[config.mk]
export PLATFORM = sky130hd
export DESIGN_NAME = pvas_queue
export DESIGN_NICKNAME = d
export VERILOG_FILES = /design/src/rtl/core/pvas_pkg.sv /design/src/rtl/core/pvas_queue.sv
export SDC_FILE = /design/constraint.sdc
export NUM_CORES = 1
export LEC_CHECK = 0
export BUFFER_PORTS_ARGS = -buffer_cell sky130_fd_sc_hd__buf_2
export CAP_MARGIN = 0
export CELL_PAD_IN_SITES_DETAIL_PLACEMENT = 0
export CELL_PAD_IN_SITES_GLOBAL_PLACEMENT = 1
export CORE_MARGIN = 2
export CORE_UTILIZATION = 44
export CTS_CLUSTER_SIZE = 10
export DETAILED_ROUTE_END_ITERATION = 7
export PLACE_DENSITY_LB_ADDON = 0.1
export SLEW_MARGIN = 30
export SYNTH_ARGS = -nofsm -noshare
export SYNTH_HDL_FRONTEND = slang
export SYNTH_SLANG_ARGS = --single-unit
[constraint.sdc]
create_clock -name clk -period 4.11 [get_ports clk]
set_input_delay 0.2055 -clock clk [delete_from_list [all_inputs] [get_ports clk]]
set_output_delay 0.2055 -clock clk [all_outputs]
set_load 0.02 [all_outputs]
[src/rtl/core/pvas_pkg.sv]
// Shared types, codes and address tables for the planar video memory block.
`timescale 1ns / 1ps

package pvas_pkg;

    // Width of a video memory byte index and of a plane byte offset.
    localparam int IDX_W = 17;
    localparam int OFF_W = 14;

    // Depth of the command queue between the front and back parts.
    localparam int Q_DEPTH = 2;

    // Number of plane bytes read by one display fetch in each mode.
    localparam int PLANES_640 = 3;
    localparam int PLANES_320 = 12;

    // Operation codes of an input beat.
    localparam logic [1:0] OP_READ          = 2'd0;
    localparam logic [1:0] OP_WRITE_GATED   = 2'd1;
    localparam logic [1:0] OP_WRITE_UNGATED = 2'd2;
    localparam logic [1:0] OP_FETCH         = 2'd3;

    // Configuration register indexes.
    localparam logic [2:0] REG_PLANE_MASK    = 3'd0;
    localparam logic [2:0] REG_SCROLL_OFFSET = 3'd1;
    localparam logic [2:0] REG_ACTIVE_PAGE   = 3'd2;
    localparam logic [2:0] REG_CPU_ENABLE    = 3'd3;
    localparam logic [2:0] REG_MODE_320      = 3'd4;
    localparam logic [2:0] REG_DISPLAY_EN    = 3'd5;

    // Result kinds.
    localparam logic KIND_READ  = 1'b0;
    localparam logic KIND_PIXEL = 1'b1;

    localparam logic [IDX_W-1:0] PAGE_OFFSET = 17'h0C000;
    localparam logic [7:0]       BYTE_MASKED = 8'hFF;
    localparam logic [12:0]      COLOR_BASE_320 = 13'd8;

    // Plane base addresses, in the order the bits of a pixel index are built.
    localparam logic [IDX_W-1:0] BASE_640 [PLANES_640] = '{
        17'h08000, 17'h04000, 17'h00000
    };
    localparam logic [IDX_W-1:0] BASE_320 [PLANES_320] = '{
        17'h08000, 17'h0A000, 17'h14000, 17'h16000,
        17'h04000, 17'h06000, 17'h10000, 17'h12000,
        17'h00000, 17'h02000, 17'h0C000, 17'h0E000
    };

    typedef enum logic [1:0] {
        CMD_READ,
        CMD_WRITE,
        CMD_FETCH
    } cmd_kind_t;

    // One classified operation as it travels from the front to the back.
    typedef struct packed {
        cmd_kind_t        kind;
        logic             hit;      // CPU access reaches memory
        logic [IDX_W-1:0] idx;      // CPU byte index
        logic [7:0]       wdata;
        logic [OFF_W-1:0] off;      // display byte offset within a plane
        logic             mode_320;
        logic [2:0]       dmask;    // display masks for R, G, B groups
    } vram_cmd_t;

    typedef struct packed {
        logic empty;
        logic full;
    } q_status_t;

    typedef struct packed {
        logic clearing;
    } back_status_t;

    // Byte index of plane j of a display fetch.
    function automatic logic [IDX_W-1:0] plane_addr(
        input logic             mode_320,
        input logic [3:0]       j,
        input logic [OFF_W-1:0] off
    );
        logic [IDX_W-1:0] a;
        if (mode_320)
        begin
            a = BASE_320[j] | {4'b0, off[12:0]};
        end
        else
        begin
            a = BASE_640[j[1:0]] | {3'b0, off};
        end
        return a;
    endfunction

    // True when plane j of a display fetch is masked off.
    function automatic logic plane_masked(
        input logic       mode_320,
        input logic [3:0] j,
        input logic [2:0] dmask
    );
        logic m;
        if (mode_320)
        begin
            m = (j < 4'd4) ? dmask[2] : (j < 4'd8) ? dmask[1] : dmask[0];
        end
        else
        begin
            m = (j == 4'd0) ? dmask[2] : (j == 4'd1) ? dmask[1] : dmask[0];
        end
        return m;
    endfunction

endpackage

[src/rtl/core/pvas_queue.sv]
// Short command queue between the front and back parts.
`timescale 1ns / 1ps

module pvas_queue
    import pvas_pkg::*;
(
    input  logic      clk,
    input  logic      rst_n,
    input  logic      push,
    input  vram_cmd_t push_cmd,
    input  logic      pop,
    output vram_cmd_t pop_cmd,
    output q_status_t q_status
);

    localparam int PW = (Q_DEPTH > 1) ? $clog2(Q_DEPTH) : 1;
    localparam int CW = $clog2(Q_DEPTH + 1);

    vram_cmd_t       entry_reg [Q_DEPTH];
    logic [PW-1:0]   wr_ptr_reg;
    logic [PW-1:0]   wr_ptr_next;
    logic [PW-1:0]   rd_ptr_reg;
    logic [PW-1:0]   rd_ptr_next;
    logic [CW-1:0]   count_reg;
    logic [CW-1:0]   count_next;
    logic            do_push;
    logic            do_pop;

    assign q_status.empty = (count_reg == '0);
    assign q_status.full  = (count_reg == CW'(Q_DEPTH));
    assign pop_cmd        = entry_reg[rd_ptr_reg];

    assign do_push = push && !q_status.full;
    assign do_pop  = pop && !q_status.empty;

    always_comb
    begin
        wr_ptr_next = wr_ptr_reg;
        rd_ptr_next = rd_ptr_reg;
        if (do_push)
        begin
            wr_ptr_next = (wr_ptr_reg == PW'(Q_DEPTH - 1)) ? '0 : wr_ptr_reg + 1'b1;
        end
        if (do_pop)
        begin
            rd_ptr_next = (rd_ptr_reg == PW'(Q_DEPTH - 1)) ? '0 : rd_ptr_reg + 1'b1;
        end
        count_next = count_reg + CW'(do_push) - CW'(do_pop);
    end

    always_ff @(posedge clk or negedge rst_n)
    begin
        if (!rst_n)
        begin
            wr_ptr_reg <= '0;
            rd_ptr_reg <= '0;
            count_reg  <= '0;
        end
        else
        begin
            wr_ptr_reg <= wr_ptr_next;
            rd_ptr_reg <= rd_ptr_next;
            count_reg  <= count_next;
        end
    end

    always_ff @(posedge clk)
    begin
        if (do_push)
        begin
            entry_reg[wr_ptr_reg] <= push_cmd;
        end
    end

endmodule

==> flow_summary.ini <==
[drt]
route.detailed.drc = 0
viasPerCell = 4.61
firstDrtPassIters = 4
ant_nets = 0
wl_mm = 5.76
drtIter0Drc = 95
num_vias = 1737
wl_per_cell_um = 15.3

[sta]
rsz0062_at_grt = no
setup_violations = 0
finalCriticalPeriod_ps = 2290
finalHoldViolCount = 0
slew_violations = 0
fmaxAchievable_mhz = 438
skew_ps = 14.4
tightest_slew_ps = 647
slew_headroom_pct = 56.9
setup_tns_ps = 0
finalCritPeriodShare_pct = 55.6

[yosys]
ys.warnings.count = 0
syn-num-nets = 213
syn_inst = 161
avgSynthCellArea_um2 = 22.6
syn-cell-area_mm2 = 0.00364
synth_top_flop_cell = edfxtp_1
yosysSeqAreaShare_pct = 78.6
synth_edf_count = 92
synth-seq-cells = 96
ys_types = 15
async_reset_ff_share_pct = 4.17

[clocking]
htreeDepth = 3
root_buffer = clkbuf_8
cts.sinks = 96
cts_buffer_depth = 2
clock_latency_ps = 350
clk_pin_slew_worst_paths_ps = 100
cts_tree = yes
cts_setup_buffers = 0
cts_made_buffers = 9

[die]
initial_core_util_pct = 44.8
coreArea_mm2 = 0.00813
die_area_mm2 = 0.00902
die_w_um = 95.0
num_rows = 33
die_h_um = 95.0
ios = 98

[critical_path]
cp_num_buf_inv = 2
r2r-end = entry_reg[0][28]$_DFFE_PP_
required_ps = 3900
r2r-start = count_reg[1]$_DFF_PN0_
endpoint_kind = primary output
rrSetupSlack_ps = 2150
r2r_cells = 4
cp.arrival_ps = 2080
startpoint_type = flop
critPathTopFamily = flip-flops
cpPeakStageDelay_ps = 850
critPathKind = reg2out
startpoint = rd_ptr_reg$_DFFE_PN0P_
critPathMaxFanout = 37
slowest_stage = dfrtp_4
path_cells = buf_4, mux2_2, buf_2

[min_path]
min-delay-start = push_cmd[36]
hold_path_depth = 1
hold_end = entry_reg[1][36]$_DFFE_PP_
hold_class = in2reg

[global_routing]
grt_overflow = 0
grt_max_degree = 47
gr-usage-all-layers_pct = 13.2
grt_pass1_wl_mm = 8.51
first_global_vias = 1743
antenna_found_initial = 0

[place]
io_buffers = 97
dp_hpwl_mm = 3.76
finalWeightedCongestion = 0.659

[cells_and_area]
regArea_mm2 = 0.00287
fin_util_pct = 54.9
most-common-layout-cells = 97 x buf_2, 92 x edfxtp_1, 30 x mux2_4
final_layout_size_suffix_gt1_share_pct = 60.3
largest_reg_flops = 92
multi_input_area_um2 = 733
finalNetCount = 319
fillers = 655
area_growth_pct = 22.7
diodes = 0
layout_commonest_cell = buf_2

[pwr]
p_per_area_mw_per_mm2 = 724
ir_drop_v = 0.000308
power_leakage_nw = 1.77

[status]
status = finished, final reports clean

[job]
drv_cap = 0
-- stage by stage --
stage / total power, W / instance area, µm² / std cells / hold WS [ps] / setup WS (ps)
after detailed placement: 0.00263 / 4240 / 360 / 22.5 / 2090
after floorplan: 0.00232 / 3640 / 161 / -90.1 / 1130
after CTS: 0.00328 / 4470 / 377 / 23.7 / 1770
after global placement: 0.00262 / 4230 / 360 / 22.6 / 1900
after global routing: 0.00341 / 4470 / 377 / 21.2 / 1720
final: 0.00323 / 4470 / 377 / 35.9 / 1820
-- cells by family after synthesis --
logic type    share of synthesized area [%]
xor+xnor                              0.962
fa+ha+maj                             0.687
buf+inv                                1.58
flops                                  78.6
mux                                    17.3
simple gates                          0.825
-- synth_stat cells, types with 2 or more instances --
master	instances	area, µm²
buf_6	4	45.0
dfrtp_1	4	100
edfxtp_1	92	2760
ha_1	2	25.0
inv_1	2	7.51
mux2_2	16	180
mux2_4	30	450
nor2_1	2	7.51
xnor2_1	3	26.3
-- cell type report --
class                      instances  area share [%]
clock buffer                       9            2.77
clock inverter                     7            2.10
tap                              105            2.94
inverter                           2           0.168
timing repair buffer             100            11.4
sequential                        96            64.2
multi-input combinational         58            16.4
-- per-layer routing --
layer	track usage [%]	up-vias	part of all wire, %	wire (µm)
met5	0	-	0	0
met4	6.52	0	1.8	103
met3	2.95	9	5.8	332
li1	-	838	-	-
met1	16.9	830	42	2440
met2	21.3	60	50	2890
-- worst reg2reg max path: cells and delay by family (launching register included) --
| family | cells | cell delay [ps] |
|---|---|---|
| DFF | 1 | 410 |
| and+or+nand+nor | 3 | 750 |
| buffers and inverters | 1 | 460 |
-- power breakdown --
group          internal [W]  switching (W)  leakage (nW)
combinational      0.000501       0.000591         0.763
sequential          0.00134       0.000145         0.900
clock              0.000343       0.000313         0.106
-- timing repair --
action,4_1_cts,5_1_grt
hold endpoints to repair,4,0
resized for setup,0,0
hold buffers,1,0
-- how the worst max path moves through the flow --
stage,endpoint,slack [ps],depth (start not counted)
after CTS,pop_cmd[41],1770,3
after detailed placement,entry_reg[0][30]$_DFFE_PP_,2090,4
final,pop_cmd[41],1820,3
after floorplan,entry_reg[0][0]$_DFFE_PP_,1130,3
after global placement,pop_cmd[41],1900,3
after global routing,pop_cmd[41],1720,3
Note: power is estimated with default switching activity, not from simulation.
