$ cat src/rtl/core/pvas_pkg.sv
// Shared types, codes and address tables for the planar video memory block.
`timescale 1ns / 1ps

package pvas_pkg;

    // Width of a video memory byte index and of a plane byte offset.
    localparam int IDX_W = 17;
    localparam int OFF_W = 14;

    // Depth of the command queue between the front and back parts.
    localparam int Q_DEPTH = 2;

    // Number of plane bytes read by one display fetch in each mode.
    localparam int PLANES_640 = 3;
    localparam int PLANES_320 = 12;

    // Operation codes of an input beat.
    localparam logic [1:0] OP_READ          = 2'd0;
    localparam logic [1:0] OP_WRITE_GATED   = 2'd1;
    localparam logic [1:0] OP_WRITE_UNGATED = 2'd2;
    localparam logic [1:0] OP_FETCH         = 2'd3;

    // Configuration register indexes.
    localparam logic [2:0] REG_PLANE_MASK    = 3'd0;
    localparam logic [2:0] REG_SCROLL_OFFSET = 3'd1;
    localparam logic [2:0] REG_ACTIVE_PAGE   = 3'd2;
    localparam logic [2:0] REG_CPU_ENABLE    = 3'd3;
    localparam logic [2:0] REG_MODE_320      = 3'd4;
    localparam logic [2:0] REG_DISPLAY_EN    = 3'd5;

    // Result kinds.
    localparam logic KIND_READ  = 1'b0;
    localparam logic KIND_PIXEL = 1'b1;

    localparam logic [IDX_W-1:0] PAGE_OFFSET = 17'h0C000;
    localparam logic [7:0]       BYTE_MASKED = 8'hFF;
    localparam logic [12:0]      COLOR_BASE_320 = 13'd8;

    // Plane base addresses, in the order the bits of a pixel index are built.
    localparam logic [IDX_W-1:0] BASE_640 [PLANES_640] = '{
        17'h08000, 17'h04000, 17'h00000
    };
    localparam logic [IDX_W-1:0] BASE_320 [PLANES_320] = '{
        17'h08000, 17'h0A000, 17'h14000, 17'h16000,
        17'h04000, 17'h06000, 17'h10000, 17'h12000,
        17'h00000, 17'h02000, 17'h0C000, 17'h0E000
    };

    typedef enum logic [1:0] {
        CMD_READ,
        CMD_WRITE,
        CMD_FETCH
    } cmd_kind_t;

    // One classified operation as it travels from the front to the back.
    typedef struct packed {
        cmd_kind_t        kind;
        logic             hit;      // CPU access reaches memory
        logic [IDX_W-1:0] idx;      // CPU byte index
        logic [7:0]       wdata;
        logic [OFF_W-1:0] off;      // display byte offset within a plane
        logic             mode_320;
        logic [2:0]       dmask;    // display masks for R, G, B groups
    } vram_cmd_t;

    typedef struct packed {
        logic empty;
        logic full;
    } q_status_t;

    typedef struct packed {
        logic clearing;
    } back_status_t;

    // Byte index of plane j of a display fetch.
    function automatic logic [IDX_W-1:0] plane_addr(
        input logic             mode_320,
        input logic [3:0]       j,
        input logic [OFF_W-1:0] off
    );
        logic [IDX_W-1:0] a;
        if (mode_320)
        begin
            a = BASE_320[j] | {4'b0, off[12:0]};
        end
        else
        begin
            a = BASE_640[j[1:0]] | {3'b0, off};
        end
        return a;
    endfunction

    // True when plane j of a display fetch is masked off.
    function automatic logic plane_masked(
        input logic       mode_320,
        input logic [3:0] j,
        input logic [2:0] dmask
    );
        logic m;
        if (mode_320)
        begin
            m = (j < 4'd4) ? dmask[2] : (j < 4'd8) ? dmask[1] : dmask[0];
        end
        else
        begin
            m = (j == 4'd0) ? dmask[2] : (j == 4'd1) ? dmask[1] : dmask[0];
        end
        return m;
    endfunction

endpackage

$ cat src/rtl/core/pvas_if.sv
// Valid/ready channel interfaces for operation beats and result beats.
`timescale 1ns / 1ps

interface pvas_in_if;
    logic        valid;
    logic        ready;
    logic [1:0]  opcode;
    logic [15:0] cpu_address;
    logic [7:0]  write_data;
    logic [7:0]  row;
    logic [6:0]  column;

    modport source (
        output valid, opcode, cpu_address, write_data, row, column,
        input  ready
    );
    modport sink (
        input  valid, opcode, cpu_address, write_data, row, column,
        output ready
    );
endinterface


$ cat src/rtl/core/pvas_front.sv
// Front part: accepts operation beats, resolves addresses and masks, queues commands.
`timescale 1ns / 1ps

module pvas_front
    import pvas_pkg::*;
#(
    parameter int VRAM_BYTES = 98304
)
(
    pvas_in_if.sink          item,
    input  logic [6:0]       plane_mask,
    input  logic [15:0]      scroll_offset,
    input  logic             active_page,
    input  logic             cpu_access_enable,
    input  logic             mode_320,
    input  logic             display_enable,
    input  back_status_t     back_status,
    input  q_status_t        q_status,
    output logic             push,
    output vram_cmd_t        push_cmd
);

    logic             accept;
    logic             cpu_masked;
    logic [OFF_W-1:0] cpu_low;
    logic [IDX_W-1:0] cpu_idx;
    logic             cpu_hit;
    logic [13:0]      off_640;
    logic [12:0]      off_320;
    logic             keep;

    assign item.ready = !q_status.full && !back_status.clearing;
    assign accept     = item.valid && item.ready;

    // CPU side: plane mask by 16K region, scroll wrap inside the plane, page select.
    always_comb
    begin
        case (item.cpu_address[15:14])
            2'd0:    cpu_masked = plane_mask[0];
            2'd1:    cpu_masked = plane_mask[1];
            2'd2:    cpu_masked = plane_mask[2];
            default: cpu_masked = 1'b0;
        endcase
    end

    assign cpu_low = item.cpu_address[13:0] + scroll_offset[13:0];
    assign cpu_idx = {1'b0, item.cpu_address[15:14], cpu_low}
                   + (active_page ? PAGE_OFFSET : '0);
    assign cpu_hit = !cpu_masked && ({15'd0, cpu_idx} < 32'(VRAM_BYTES));

    // Display side: row times 80 or 40 built from shifts.
    assign off_640 = 14'({item.row, 6'b0}) + 14'({item.row, 4'b0})
                   + 14'(item.column) + scroll_offset[13:0];
    assign off_320 = 13'({item.row, 5'b0}) + 13'({item.row, 3'b0})
                   + 13'(item.column) + scroll_offset[12:0];

    always_comb
    begin
        push_cmd.hit      = cpu_hit;
        push_cmd.idx      = cpu_idx;
        push_cmd.wdata    = item.write_data;
        push_cmd.off      = mode_320 ? {1'b0, off_320} : off_640;
        push_cmd.mode_320 = mode_320;
        push_cmd.dmask    = plane_mask[6:4];
        push_cmd.kind     = CMD_READ;
        keep              = 1'b0;
        case (item.opcode)
            OP_READ:
            begin
                push_cmd.kind = CMD_READ;
                keep          = 1'b1;
            end
            OP_WRITE_GATED:
            begin
                push_cmd.kind = CMD_WRITE;
                keep          = cpu_hit && cpu_access_enable;
            end
            OP_WRITE_UNGATED:
            begin
                push_cmd.kind = CMD_WRITE;
                keep          = cpu_hit;
            end
            OP_FETCH:
            begin
                push_cmd.kind = CMD_FETCH;
                keep          = display_enable;
            end
            default:
            begin
                keep = 1'b0;
            end
        endcase
    end

    // Operations with no effect and no result are taken and dropped here.
    assign push = accept && keep;

endmodule

$ cat src/flat_wrapper.sv
// flat-port wrapper written by rule: the top's interface ports become plain ports
module pvas_front_flat import pvas_pkg::*;
#(
    parameter int VRAM_BYTES = 98304
)
  (plane_mask, scroll_offset, active_page, cpu_access_enable, mode_320, display_enable, back_status, q_status, push, push_cmd, item_valid, item_opcode, item_cpu_address, item_write_data, item_row, item_column, item_ready);
  pvas_in_if item_i ();
  input  logic [6:0] plane_mask;
  input  logic [15:0] scroll_offset;
  input  logic active_page;
  input  logic cpu_access_enable;
  input  logic mode_320;
  input  logic display_enable;
  input  back_status_t back_status;
  input  q_status_t q_status;
  output logic push;
  output vram_cmd_t push_cmd;
  input wire logic [$bits(item_i.valid)-1:0] item_valid;
  input wire logic [$bits(item_i.opcode)-1:0] item_opcode;
  input wire logic [$bits(item_i.cpu_address)-1:0] item_cpu_address;
  input wire logic [$bits(item_i.write_data)-1:0] item_write_data;
  input wire logic [$bits(item_i.row)-1:0] item_row;
  input wire logic [$bits(item_i.column)-1:0] item_column;
  output wire logic [$bits(item_i.ready)-1:0] item_ready;
  assign item_i.valid = item_valid;
  assign item_i.opcode = item_opcode;
  assign item_i.cpu_address = item_cpu_address;
  assign item_i.write_data = item_write_data;
  assign item_i.row = item_row;
  assign item_i.column = item_column;
  assign item_ready = item_i.ready;
  pvas_front #(.VRAM_BYTES(VRAM_BYTES)) u_core (.item(item_i), .plane_mask(plane_mask), .scroll_offset(scroll_offset), .active_page(active_page), .cpu_access_enable(cpu_access_enable), .mode_320(mode_320), .display_enable(display_enable), .back_status(back_status), .q_status(q_status), .push(push), .push_cmd(push_cmd));
endmodule
$ cat config.mk
export PLATFORM = sky130hd
export DESIGN_NAME = pvas_front_flat
export DESIGN_NICKNAME = d
export VERILOG_FILES = /design/src/rtl/core/pvas_pkg.sv /design/src/rtl/core/pvas_if.sv /design/src/rtl/core/pvas_front.sv /design/src/flat_wrapper.sv
export SDC_FILE = /design/constraint.sdc
export NUM_CORES = 1
export LEC_CHECK = 0
export BUFFER_PORTS_ARGS = -buffer_cell sky130_fd_sc_hd__buf_4
export CORE_ASPECT_RATIO = 1.2
export CORE_MARGIN = 1.5
export CORE_UTILIZATION = 50
export DETAILED_ROUTE_END_ITERATION = 10
export PLACE_DENSITY = 0.9
export SYNTH_ARGS = -nofsm -noshare
export SYNTH_HDL_FRONTEND = slang
export SYNTH_SLANG_ARGS = --single-unit
export TNS_END_PERCENT = 20
$ cat constraint.sdc
create_clock -name vclk -period 4.2
set_input_delay 0.63 -clock vclk [all_inputs]
set_output_delay 0.63 -clock vclk [all_outputs]
set_load 0.01 [all_outputs]
==> impl_summary.md <==
Global routing
The first global-routing pass estimated 11,560 um of wire. The overflow left after global routing is 0. The global router's overall resource usage is 0.2245. The number of global-route vias before repair is 2,777.

The initial antenna violation count is 0. Entering global routing, the biggest net connects 17 pins.

Floorplanning
The height of the die is 84.59 um. The initial utilization of the core area, before any placement, comes to 0.5201. The total area inside the core boundary comes to 5334 um^2. The floorplan row count is 29. Pin placement for this block handled 120 I/O pins. The area of the die is 6005 um^2.

The die outline width is 71.00 um.

Route
The detailed router placed 2,666 vias in this run. The initial detailed-routing violation count is 88. Dividing the detail-routed via count by the number of cells gives 5.364. The length of the first detailed-routing pass in iterations is 4. In the final routed layout, each cell accounts on average for 13.31 um. Once detail routing completed, the nets flagged for antenna violations numbered 0. The final wirelength is 6615 um. In the routed design, unresolved DRC markers number 0.

STA
The maximum clock frequency is 251.1 MHz. After routing, the total negative slack on setup checks comes to 0 ns. The transition at the pin with the smallest max-transition slack is 0.4004 ns. Setup repair after global routing left no endpoint under its margin. The final-report hold violation count is 0. The smallest clock period supported by the final layout is computed as 3.983 ns.

The worst-case headroom to the max-slew limit is 0.7319. The number of max-slew violations in the final report came to 0. Of the available clock period, the critical path in the final layout requires 0.9482. The total setup violations reported at the end of the flow is 0.

Critical path
The maximum fanout along the worst path is 4. The critical path is of the in -> out type. Data arrives at the worst endpoint at 3.35 ns. STA classifies the critical path endpoint as an output port. The critical path startpoint category is an input pin.

STA puts the critical path data required time at 3.57 ns.

Synthesis
The count of unique library cells instantiated by Yosys is 40. The register area share after synthesis is 0. The average footprint of a synthesized cell is 7.792 um^2. Synthesis produced a netlist with a net count of 514.

Yosys printed 0 warnings. The cell area that synthesis handed to floorplanning was 2774 um^2. The post-synthesis instance total is 356.

Finish
The layout has 0 clock buffers. The utilization of the core after routing is 0.6521. The most common library cell in the layout ignoring fill and taps is sky130_fd_sc_hd__buf_4. The flip-flop and latch area is 0 um^2. The fraction of final layout cells with drive strength greater than 1 is 0.2414.

The count of filler cells inserted in the layout is 455. The repair_antennas step left the layout with diodes totalling 0. From synthesis to final layout, the design area changed by 25.39%. There are 0 flip-flops and latches.

In the final design database the tool counted 595 nets. In the layout the commonest cells are sky130_fd_sc_hd__buf_4 (96), sky130_fd_sc_hd__inv_1 (65), sky130_fd_sc_hd__ha_1 (63).

Hold path
For hold timing, the worst endpoint is push_cmd[0]. The tightest min-delay check is of the in -> out type. The cell count of the worst hold path is 0.

The hold path startpoint is plane_mask[4].

Pwr
The clock power share is 0. Power spread over the standard cell area amounts to 246.7 nW/um^2. The worst-case IR drop observed on VDD is 0.0001086 V. The cell leakage power is 1.877 nW. Of the total power, combinational logic draws 1.000. The register share of total power is 0. The internal power consumption is 0.0004134 W. The switching power of the nets is 0.0004445 W. Of the total power, the share spent switching nets is 0.5181. The total design power is 0.0008580 W.

Flow run
Across the run, the number of max-cap violations was 0.

CTS
Post-CTS timing repair inserted 0 buffers for setup.

Placement
The wire-length estimate of the detail-placed layout is 5924 um. Input and output buffers added on the ports amount to 94. At the end of routability-driven placement, the weighted congestion stood at 0.8978.

Status
The flow ran to the end, and the final reports show no timing, DRC or antenna violations.
[power by group through the flow]
stage          Sequential (W)  Combinational (W)  Clock (W)
4_1_cts                     0           0.000845          0
3_3_place_gp                0           0.000810          0
5_1_grt                     0           0.000964          0
2_1_floorplan               0           0.000567          0
6_report                    0           0.000858          0
3_5_place_dp                0           0.000838          0
[cell usage after synthesis (7+ instances only)]
cell type	count	area (um^2)
sky130_fd_sc_hd__nor2_1	26	97.59
sky130_fd_sc_hd__a21oi_1	30	150.1
sky130_fd_sc_hd__ha_1	63	788.3
sky130_fd_sc_hd__buf_4	13	97.59
sky130_fd_sc_hd__o21ai_0	20	100.1
sky130_fd_sc_hd__xor2_1	12	105.1
sky130_fd_sc_hd__inv_1	66	247.7
sky130_fd_sc_hd__xnor2_1	17	148.9
sky130_fd_sc_hd__nand2_1	15	56.30
sky130_fd_sc_hd__o21a_1	7	52.55
sky130_fd_sc_hd__a211oi_1	8	60.06
sky130_fd_sc_hd__fa_1	23	460.4
[cells by family (layout without fill, tap and decap cells)]
logic type	count (synthesis)	in the layout	synth area share
xor gates and xnor gates	29	29	0.09156
AOI/OAI and AO/OA	90	90	0.2084
and+or+nand+nor	65	65	0.1092
buffers and inverters	83	162	0.1299
adders and majority gates	86	86	0.4502
muxes	3	3	0.01083
[per-stage QoR]
stage	setup slack (ns)	cells	area [um^2]	hold slack, ns
2_1_floorplan	0.5325	356	2774	1.308
3_3_place_gp	0.2012	497	3460	1.260
3_5_place_dp	0.1742	497	3460	1.260
4_1_cts	0.1716	497	3460	1.260
5_1_grt	0.02994	497	3478	1.260
6_report	0.2174	497	3478	1.260
[worst max-delay path, cell delays in order]
cell                       delay [ns]
sky130_fd_sc_hd__buf_4           0.11
sky130_fd_sc_hd__inv_1           0.19
sky130_fd_sc_hd__fa_1            0.45
sky130_fd_sc_hd__inv_1           0.09
sky130_fd_sc_hd__fa_1            0.43
sky130_fd_sc_hd__ha_1            0.37
sky130_fd_sc_hd__o211ai_1        0.12
sky130_fd_sc_hd__a21o_1          0.15
sky130_fd_sc_hd__nand2_1         0.10
sky130_fd_sc_hd__a311oi_2        0.30
sky130_fd_sc_hd__xor2_1          0.19
sky130_fd_sc_hd__mux2i_1         0.09
sky130_fd_sc_hd__buf_4           0.15
[worst max-delay path by stage]
stage	from	end	depth (start not counted)
floorplan	item_row[1]	push_cmd[16]	10
global placement	item_row[1]	push_cmd[16]	12
detailed placement	item_row[2]	push_cmd[16]	13
CTS	item_row[2]	push_cmd[16]	13
global route	item_row[1]	push_cmd[16]	12
finish	item_row[2]	push_cmd[16]	13
[area by class of cell]
| type | count | area (um^2) | share of cell area |
|---|---|---|---|
| inverter | 66 | 251.5 | 0.07230 |
| multi-input combinational | 273 | 2429 | 0.6982 |
| timing repair buffer | 96 | 720.7 | 0.2072 |
| tap | 62 | 77.57 | 0.02230 |
[layer usage]
metal  up-vias  track usage  share of wire
li1       1352            -              -
met1      1222       0.2668           0.40
met2        79       0.4189           0.53
met3        13      0.03121          0.050
met4         0      0.05489          0.014
met5         -            0              0
[what timing repair did]
action,in CTS,in global routing
setup endpoints to repair,0,4
hold buffers,0,0
gates resized for setup,0,5
Note: power is estimated with default switching activity, not from simulation.
